[src/rtl/core/pid_tustin_filtered_derivative_top_assert.svh]
// assertion macros used by the pid controller top level
`ifndef PID_TUSTIN_FILTERED_DERIVATIVE_TOP_ASSERT_SVH
`define PID_TUSTIN_FILTERED_DERIVATIVE_TOP_ASSERT_SVH
`ifndef SYNTHESIS
// same-cycle implication
`define PIDTF_ASSERT_IMP(lbl, ck, rs, ante, cons) \
  lbl: assert property (@(posedge ck) disable iff (!rs) (ante) |-> (cons)) \
    else $error("pid controller: implication check failed");
// next-cycle implication
`define PIDTF_ASSERT_NXT(lbl, ck, rs, ante, cons) \
  lbl: assert property (@(posedge ck) disable iff (!rs) (ante) |=> (cons)) \
    else $error("pid controller: next-cycle check failed");
`else
`define PIDTF_ASSERT_IMP(lbl, ck, rs, ante, cons)
`define PIDTF_ASSERT_NXT(lbl, ck, rs, ante, cons)
`endif
`endif

[src/rtl/core/pidtf_pkg.sv]
// shared types, constants, helpers and microprogram of the pid controller
package pidtf_pkg;

  // data formats
  localparam int DW        = 32;
  localparam int FRAC_BITS = 16;
  localparam int GAIN_W    = 31;
  localparam int OPND_W    = DW + 1;
  localparam int PROD_W    = 2 * DW;
  localparam int WIDE_W    = 2 * OPND_W;
  localparam int DIV_BITS  = DW;
  localparam int CNT_W     = $clog2(DIV_BITS);
  localparam int PC_W      = 4;
  localparam int CFG_IDX_W = 3;

  localparam logic signed [DW-1:0] SMAX = {1'b0, {(DW-1){1'b1}}};
  localparam logic signed [DW-1:0] SMIN = ~SMAX;

  // register indexes
  localparam logic [CFG_IDX_W-1:0] REG_PROP_GAIN     = 3'd0;
  localparam logic [CFG_IDX_W-1:0] REG_INTEGRAL_GAIN = 3'd1;
  localparam logic [CFG_IDX_W-1:0] REG_DERIV_GAIN    = 3'd2;
  localparam logic [CFG_IDX_W-1:0] REG_SAMPLE_PERIOD = 3'd3;
  localparam logic [CFG_IDX_W-1:0] REG_FILTER_TC     = 3'd4;
  localparam logic [CFG_IDX_W-1:0] REG_LIMIT_LOW     = 3'd5;
  localparam logic [CFG_IDX_W-1:0] REG_LIMIT_HIGH    = 3'd6;

  // register reset values
  localparam logic [GAIN_W-1:0] RST_PROP_GAIN     = 31'd65536;
  localparam logic [GAIN_W-1:0] RST_INTEGRAL_GAIN = 31'd0;
  localparam logic [GAIN_W-1:0] RST_DERIV_GAIN    = 31'd0;
  localparam logic [GAIN_W-1:0] RST_SAMPLE_PERIOD = 31'd66;
  localparam logic [GAIN_W-1:0] RST_FILTER_TC     = 31'd655;
  localparam logic signed [DW-1:0] RST_LIMIT_LOW  = SMIN;
  localparam logic signed [DW-1:0] RST_LIMIT_HIGH = SMAX;

  // datapath operations
  localparam logic [3:0] OP_NOP      = 4'd0;
  localparam logic [3:0] OP_LOAD     = 4'd1;
  localparam logic [3:0] OP_MUL_P    = 4'd2;
  localparam logic [3:0] OP_MUL_KITS = 4'd3;
  localparam logic [3:0] OP_KITS     = 4'd4;
  localparam logic [3:0] OP_MUL_INC  = 4'd5;
  localparam logic [3:0] OP_MUL_P1   = 4'd6;
  localparam logic [3:0] OP_MUL_P2   = 4'd7;
  localparam logic [3:0] OP_DIFF     = 4'd8;
  localparam logic [3:0] OP_DIV_INIT = 4'd9;
  localparam logic [3:0] OP_DIV_STEP = 4'd10;
  localparam logic [3:0] OP_DFILT    = 4'd11;
  localparam logic [3:0] OP_SUM      = 4'd12;
  localparam logic [3:0] OP_CLEAR    = 4'd13;

  // jump conditions
  localparam logic [1:0] JC_NONE  = 2'd0;
  localparam logic [1:0] JC_CLEAR = 2'd1;
  localparam logic [1:0] JC_SKIP  = 2'd2;
  localparam logic [1:0] JC_LOOP  = 2'd3;

  // program addresses
  localparam logic [PC_W-1:0] PC_LOAD     = 4'd0;
  localparam logic [PC_W-1:0] PC_MUL_P    = 4'd1;
  localparam logic [PC_W-1:0] PC_MUL_KITS = 4'd2;
  localparam logic [PC_W-1:0] PC_KITS     = 4'd3;
  localparam logic [PC_W-1:0] PC_MUL_INC  = 4'd4;
  localparam logic [PC_W-1:0] PC_MUL_P1   = 4'd5;
  localparam logic [PC_W-1:0] PC_MUL_P2   = 4'd6;
  localparam logic [PC_W-1:0] PC_DIFF     = 4'd7;
  localparam logic [PC_W-1:0] PC_DIV_INIT = 4'd8;
  localparam logic [PC_W-1:0] PC_DIV_STEP = 4'd9;
  localparam logic [PC_W-1:0] PC_DFILT    = 4'd10;
  localparam logic [PC_W-1:0] PC_SUM      = 4'd11;
  localparam logic [PC_W-1:0] PC_CLEAR    = 4'd12;

  typedef struct packed {
    logic [GAIN_W-1:0] prop_gain;
    logic [GAIN_W-1:0] integral_gain;
    logic [GAIN_W-1:0] deriv_gain;
    logic [GAIN_W-1:0] sample_period;
    logic [GAIN_W-1:0] filter_tc;
    logic [DW-1:0]     limit_low;
    logic [DW-1:0]     limit_high;
  } cfg_t;

  typedef struct packed {
    logic [3:0]      op;
    logic [1:0]      jc;
    logic [PC_W-1:0] tgt;
    logic            ld_cnt;
    logic            last;
  } ucode_t;

  // sequencer to datapath
  typedef struct packed {
    logic       en;
    logic       emit;
    logic [3:0] op;
  } ctrl_t;

  // datapath to sequencer
  typedef struct packed {
    logic clr;
    logic skip;
  } stat_t;

  // saturate a wide signed value to the data width
  function automatic logic signed [DW-1:0] sat_w(input logic signed [WIDE_W-1:0] x);
    logic signed [WIDE_W-1:0] hi;
    logic signed [WIDE_W-1:0] lo;
    hi = WIDE_W'(SMAX);
    lo = WIDE_W'(SMIN);
    if (x > hi) begin
      sat_w = SMAX;
    end else if (x < lo) begin
      sat_w = SMIN;
    end else begin
      sat_w = x[DW-1:0];
    end
  endfunction

  // clamp to the limits, upper test first
  function automatic logic signed [DW-1:0] clamp_lim(input logic signed [DW-1:0] x,
                                                     input logic signed [DW-1:0] lo,
                                                     input logic signed [DW-1:0] hi);
    if (x > hi) begin
      clamp_lim = hi;
    end else if (x < lo) begin
      clamp_lim = lo;
    end else begin
      clamp_lim = x;
    end
  endfunction

  // microprogram rom
  function automatic ucode_t ucode(input logic [PC_W-1:0] pc);
    ucode_t w;
    w = '{op: OP_NOP, jc: JC_NONE, tgt: PC_LOAD, ld_cnt: 1'b0, last: 1'b0};
    unique case (pc)
      PC_LOAD:     w = '{OP_LOAD,     JC_CLEAR, PC_CLEAR,    1'b0, 1'b0};
      PC_MUL_P:    w = '{OP_MUL_P,    JC_NONE,  PC_LOAD,     1'b0, 1'b0};
      PC_MUL_KITS: w = '{OP_MUL_KITS, JC_NONE,  PC_LOAD,     1'b0, 1'b0};
      PC_KITS:     w = '{OP_KITS,     JC_NONE,  PC_LOAD,     1'b0, 1'b0};
      PC_MUL_INC:  w = '{OP_MUL_INC,  JC_NONE,  PC_LOAD,     1'b0, 1'b0};
      PC_MUL_P1:   w = '{OP_MUL_P1,   JC_NONE,  PC_LOAD,     1'b0, 1'b0};
      PC_MUL_P2:   w = '{OP_MUL_P2,   JC_NONE,  PC_LOAD,     1'b0, 1'b0};
      PC_DIFF:     w = '{OP_DIFF,     JC_NONE,  PC_LOAD,     1'b0, 1'b0};
      PC_DIV_INIT: w = '{OP_DIV_INIT, JC_SKIP,  PC_DFILT,    1'b1, 1'b0};
      PC_DIV_STEP: w = '{OP_DIV_STEP, JC_LOOP,  PC_DIV_STEP, 1'b0, 1'b0};
      PC_DFILT:    w = '{OP_DFILT,    JC_NONE,  PC_LOAD,     1'b0, 1'b0};
      PC_SUM:      w = '{OP_SUM,      JC_NONE,  PC_LOAD,     1'b0, 1'b1};
      PC_CLEAR:    w = '{OP_CLEAR,    JC_NONE,  PC_LOAD,     1'b0, 1'b1};
      // unused addresses end the program
      default:     w.last = 1'b1;
    endcase
    return w;
  endfunction

endpackage

[src/rtl/core/pidtf_seq.sv]
// microcode sequencer: step counter, loop counter and conditional jumps
module pidtf_seq (
  input  logic             clk,
  input  logic             rst_n,
  input  logic             accept,
  input  logic             out_free,
  input  pidtf_pkg::stat_t stat,
  output pidtf_pkg::ctrl_t ctrl,
  output logic             busy
);
  import pidtf_pkg::*;

  logic            busy_r;
  logic [PC_W-1:0] pc_r;
  logic [PC_W-1:0] pc_nxt;
  logic [CNT_W-1:0] cnt_r;
  ucode_t          uw;
  logic            take;
  logic            run;

  // fetch the current control word
  assign uw = ucode(pc_r);

  // the final step waits for a free result slot
  assign run  = busy_r && !(uw.last && !out_free);
  assign busy = busy_r;

  assign ctrl.en   = run;
  assign ctrl.emit = run && uw.last;
  assign ctrl.op   = uw.op;

  // jump condition decode
  always_comb begin
    unique case (uw.jc)
      JC_NONE:  take = 1'b0;
      JC_CLEAR: take = stat.clr;
      JC_SKIP:  take = stat.skip;
      JC_LOOP:  take = (cnt_r != '0);
      default:  take = 1'b0;
    endcase
  end

  assign pc_nxt = take ? uw.tgt : pc_r + 1'b1;

  // step counter and loop counter
  always_ff @(posedge clk) begin
    if (!rst_n) begin
      busy_r <= 1'b0;
      pc_r   <= PC_LOAD;
      cnt_r  <= '0;
    end else if (accept) begin
      busy_r <= 1'b1;
      pc_r   <= PC_LOAD;
    end else if (run) begin
      if (uw.last) begin
        busy_r <= 1'b0;
      end else begin
        pc_r <= pc_nxt;
      end
      if (uw.ld_cnt) begin
        cnt_r <= CNT_W'(DIV_BITS - 1);
      end else if (uw.jc == JC_LOOP && cnt_r != '0) begin
        cnt_r <= cnt_r - 1'b1;
      end
    end
  end

endmodule

[config.mk]
export PLATFORM = sky130hd
export DESIGN_NAME = pidtf_seq
export DESIGN_NICKNAME = d
export VERILOG_FILES = /design/src/rtl/core/pid_tustin_filtered_derivative_top_assert.svh /design/src/rtl/core/pidtf_pkg.sv /design/src/rtl/core/pidtf_seq.sv
export SDC_FILE = /design/constraint.sdc
export NUM_CORES = 1
export LEC_CHECK = 0
export ABC_AREA = 1
export BUFFER_PORTS_ARGS = -buffer_cell sky130_fd_sc_hd__buf_2
export CAP_MARGIN = 40
export CORE_MARGIN = 2
export CORE_UTILIZATION = 45
export CTS_BUF_LIST = sky130_fd_sc_hd__clkbuf_16
export DETAILED_ROUTE_END_ITERATION = 16
export PLACE_DENSITY = 0.73
export SLEW_MARGIN = 20
export SYNTH_ARGS = -nofsm -noshare
export SYNTH_HDL_FRONTEND = slang
export SYNTH_SLANG_ARGS = --single-unit
export TNS_END_PERCENT = 10
[constraint.sdc]
create_clock -name clk -period 1.75 [get_ports clk]
set_input_delay 0.0875 -clock clk [delete_from_list [all_inputs] [get_ports clk]]
set_output_delay 0.0875 -clock clk [all_outputs]
set_load 0.05 [all_outputs]
# --- Word-level counts from Yosys, hierarchy flattened ---
# Index checks and enable logic that the tools add are counted.
totals:
  reg_bits: 10
  romBits: 0
  elab_cells: 48
  ram_bits: 0
  latch_bits: 0
  mem_count: 0
op_classes:
  reduce_logical: 16
  n_div: 0
  n_bitwise: 2
  multipliers: 0
  shift: 0
  magnitude_cmp: 0
  n_eq_ne: 16
  addsub: 2
  n_mux: 9
ops:
  columns: ["operator", "count"]
  rows:
  - ["$pmux W11 S13", 1]
  - ["$eq A4 B4 Y1 const B", 5]
  - ["$eq A4 B3 Y1 const B", 4]
  - ["$reduce_or A11 Y1", 1]
  - ["$mux W5", 2]
  - ["$eq A4 B2 Y1 const B", 2]
  - ["$reduce_bool A5 Y1", 1]
  - ["$sub A5 B1 Y5 const B", 1]
  - ["$add A4 B1 Y4 const B", 1]
  - ["$eq A2 B2 Y1 const B", 2]
  - ["$eq A4 B1 Y1 const B", 1]
  - ["$logic_and A1 B1 Y1", 4]
  - ["$logic_not A4 Y1", 1]
  - ["$mux W1", 4]
  - ["$mux W4", 1]
  - ["$pmux W1 S4", 1]
  - ["$reduce_and A2 Y1", 2]
  - ["$reduce_bool A2 Y1", 2]
  - ["$reduce_and A3 Y1", 1]
  - ["$eq A2 B1 Y1 const B", 1]
  - ["$logic_not A1 Y1", 2]
  - ["$logic_not A2 Y1", 1]
  - ["$ne A2 B1 Y1 const B", 1]
  - ["$not A1 Y1", 2]
  - ["$reduce_or A2 Y1", 1]

# --- Logic depth before layout (Yosys ltp) ---
logic_depth:
  word_depth: 8
  depth_mapped: 11
  depth_no_buf: 11

# --- Worst setup path before layout ---
# No wires, ideal clock.
synth_timing:
  path_kind: "flip-flop to output port"
  startpoint: "register pc_r[0]"
  endpoint: "output port ctrl[2] (netlist name)"
  setup_slack_ps: -122
  arrival_ps: 1784
  n_path_buf: 0
  stages_incl_launch_ff: 5
  cell_sequence: "dfxtp_1 -> inv_1 -> ha_1 -> nor2_1 -> o21ai_0"
synth_lines:
  columns: ["element", "line", "source"]
  rows:
  - ["start: declaration", "pidtf_seq.sv:14", "logic [PC_W-1:0] pc_r;"]
  - ["start signal: assignment", "pidtf_seq.sv:58", "pc_r <= pc_nxt;"]
  - ["end: declaration", "pidtf_seq.sv:8", "output pidtf_pkg::ctrl_t ctrl,"]

==> impl_metrics.toml <==
[power]
p_comb_frac = 0.192
p_seq_frac = 0.308
p_per_area_nw_per_um2 = 813.5
p_int_w = 0.0005788
leakage_nw = 0.4727
switching_power_w = 0.0002202
switching_share = 0.2756
finalPower_w = 0.0007990
worst_ir_drop_vdd_mv = 0.6013
p_clk_frac = 0.500

[setup_path]
cp_max_fo = 7
crit_arrival_ns = 1.60
path_class = "flop to primary output"
crit-reg2reg-launch = "pc_r[1]"
endpoint_kind = "primary output"
worst_setup_path_start_kind = "flop"
rr_worst_depth = 9
r2r-end = "cnt_r[0]"
crit_required_ns = 1.66
r2r_setup_slack_ns = 0.18

[final_layout]
multiInputGateArea_sq_um = 543.0
layout-drive-gt1-share = 0.2741
regArea_sq_um = 201.4
area_growth_pct = 22.85
n_fill_cell = 160
n_antenna_cell = 0
nets = 149

[routing]
routed_via_density = 5.401
detail-route-antenna-nets = 0
post-route-drc-count = 0
drtIter0Drc = 23
first_pass_iters = 4
wire_per_inst_microns = 12.55
vias = 821
drt_wl_total_microns = 1907

[die]
coreArea_sq_um = 1689
die_w_microns = 46.15
start_util = 0.4733
die_y_microns = 46.15
io_pins = 13
dieArea_sq_um = 2130
rows = 15

[global_route]
grt_max_degree = 9
grt_pass1_wl_microns = 2973
overflow = 0
antenna_found_initial = 0
grt_pass1_vias = 728
track_usage = 0.2008

[yosys]
synth_compound_area_frac = 0.1690
ys_ff_latch = 10
synth_top_area_share = 0.2504
syn_inst = 121
synth_nets = 133
synthMuxAreaShare = 0
synthXorXnorAreaFrac = 0
ys_top_cells_by_area = "dfxtp_1 25%, ha_1 9.4%, nand3_1 9.4%"
synthSimpleGateAreaFrac = 0.3787
yosysWarnings = 0
syn_area_sq_um = 799.5
synth_top_family_by_area = "simple AND/OR/NAND/NOR gates"
synth-edff-count = 0
synthAdderAreaFrac = 0.09390
synth_top_area_cell = "dfxtp_1"
synth_flop_cell = "dfxtp_1"
synth-seq-area-share = 0.2504
synth_top_cells_by_count = "19 x inv_1, 19 x nand2_1, 15 x nand3_1"
synth.distinct_cells = 21
async_flop_share = 0
syn_avg_cell_area_sq_um = 6.608

[clock_network]
cts.clk_slew.worst_paths_ns = 0.04
cts_tree = "built"
cts_sinks = 10
cts_max_level = 1
clk_latency_ns = 0.24
cts_root_buf = "clkbuf_16"
cts_buffers = 3
clock_path_buffers = 2
cts_setup_buffers = 0

[sta]
whs_ns = 0.1364
drv_slew = 0
fin_crit_ns = 1.687
setup_viol = 0
clock_skew_ns = 0.0007204
hold_violations = 0
maxSlewHeadroom = 0.7857
max_slew.worst_pin.slew_ns = 0.3209
fmax_mhz = 592.9
timing.final.crit_share = 0.9639

[hold_path]
holdPathStages = 3
hp-start = "accept"
min_path_type = "input port to flop"
holdPathEnd = "busy"

[placed_design]
gp_congestion = 0.8085
hpwlAfterDp_microns = 1416
numPortBuffers = 12

[run]
cap_violations = 0

[outcome]
status = "completed"
## state kept, by name, summed over array words and instances, names as in the netlist
| register | cells |
|---|---|
| cnt_r | 5 |
| busy | 1 |
| pc_r | 4 |
## kinds of logic (layout without fill, tap and decap cells)
logic type / after synthesis / count (layout)
and+or+nand+nor: 61 / 61
AOI/OAI and AO/OA: 22 / 22
buffers and inverters: 22 / 36
DFF: 10 / 10
adders and majority gates: 6 / 6
## layer usage
metal | track usage | share of wire | vias up
met4 | 0.1029 | 0.020 | 0
met5 | 0 | 0 | -
met2 | 0.3611 | 0.52 | 25
met3 | 0.04706 | 0.045 | 5
met1 | 0.2141 | 0.41 | 373
li1 | - | - | 418
## power by group through the flow
| stage | logic, W | registers, W | clock network, W |
|---|---|---|---|
| 2_1_floorplan | 0.000109 | 0.000253 | 0 |
| 3_3_place_gp | 0.000140 | 0.000248 | 0 |
| 3_5_place_dp | 0.000142 | 0.000248 | 0 |
| 4_1_cts | 0.000146 | 0.000245 | 0.000405 |
| 5_1_grt | 0.000166 | 0.000247 | 0.000413 |
| 6_report | 0.000153 | 0.000246 | 0.000400 |
## cell usage in the layout, fill, tap and decap left out, types with 2 or more instances in the layout
cell | Yosys | final
a21oi_1 | 11 | 11
buf_2 | 0 | 11
clkbuf_16 | 0 | 3
dfxtp_1 | 10 | 9
ha_1 | 6 | 4
inv_1 | 19 | 17
inv_2 | 2 | 4
nand2_1 | 19 | 19
nand2_2 | 3 | 3
nand2_4 | 4 | 4
nand3_1 | 15 | 15
nor2_1 | 14 | 14
nor2_2 | 2 | 2
o21ai_0 | 4 | 3
o21ai_1 | 2 | 3
or2_2 | 2 | 2
## worst max path at each step
stage | startpoint | endpoint | slack [ns] | cells after the start
5_1_grt | pc_r[3] | ctrl[5] | -0.002 | 7
4_1_cts | pc_r[0] | ctrl[5] | 0.002 | 7
3_3_place_gp | pc_r[0] | pc_r[1] | 0.18 | 11
3_5_place_dp | pc_r[0] | pc_r[1] | 0.1 | 11
6_report | pc_r[0] | ctrl[5] | 0.06 | 7
2_1_floorplan | pc_r[0] | ctrl[4] | 0.02 | 5
## final cells by class
class,count,share of cell area
Sequential cell,10,0.2051
Timing Repair Buffer,12,0.06369
Inverter,21,0.08025
Multi-Input combinational cell,89,0.5529
Tap cell,17,0.02166
Clock buffer,3,0.07643
## per-stage QoR
stage / cell area, sq um / worst slack [ns] / cells / TNS [ns] / utilization
floorplan: 799.5 / 0.02359 / 121 / 0 / -
global placement: 873.3 / 0.1811 / 149 / 0 / 0.5170
detailed placement: 873.3 / 0.09804 / 149 / 0 / 0.5170
CTS: 953.4 / 0.001942 / 152 / 0 / 0.5644
global route: 982.2 / -0.002250 / 152 / -0.002250 / 0.5815
finish: 982.2 / 0.06324 / 152 / 0 / 0.5815
## critical path, stage by stage, from the launching register on
cell	delay, ns
dfxtp_2	0.36
inv_2	0.08
ha_1	0.25
o21ai_2	0.19
nand2_4	0.09
nand2_4	0.10
nand2_4	0.09
buf_4	0.20
## timing repair
item | CTS | global route
endpoints found under the setup margin | 2 | 5
hold buffers | 0 | 0
gates cloned | 0 | 0
resized for setup | 2 | 7
pin swaps | 1 | 0
Power figures use the tool's default switching activity.
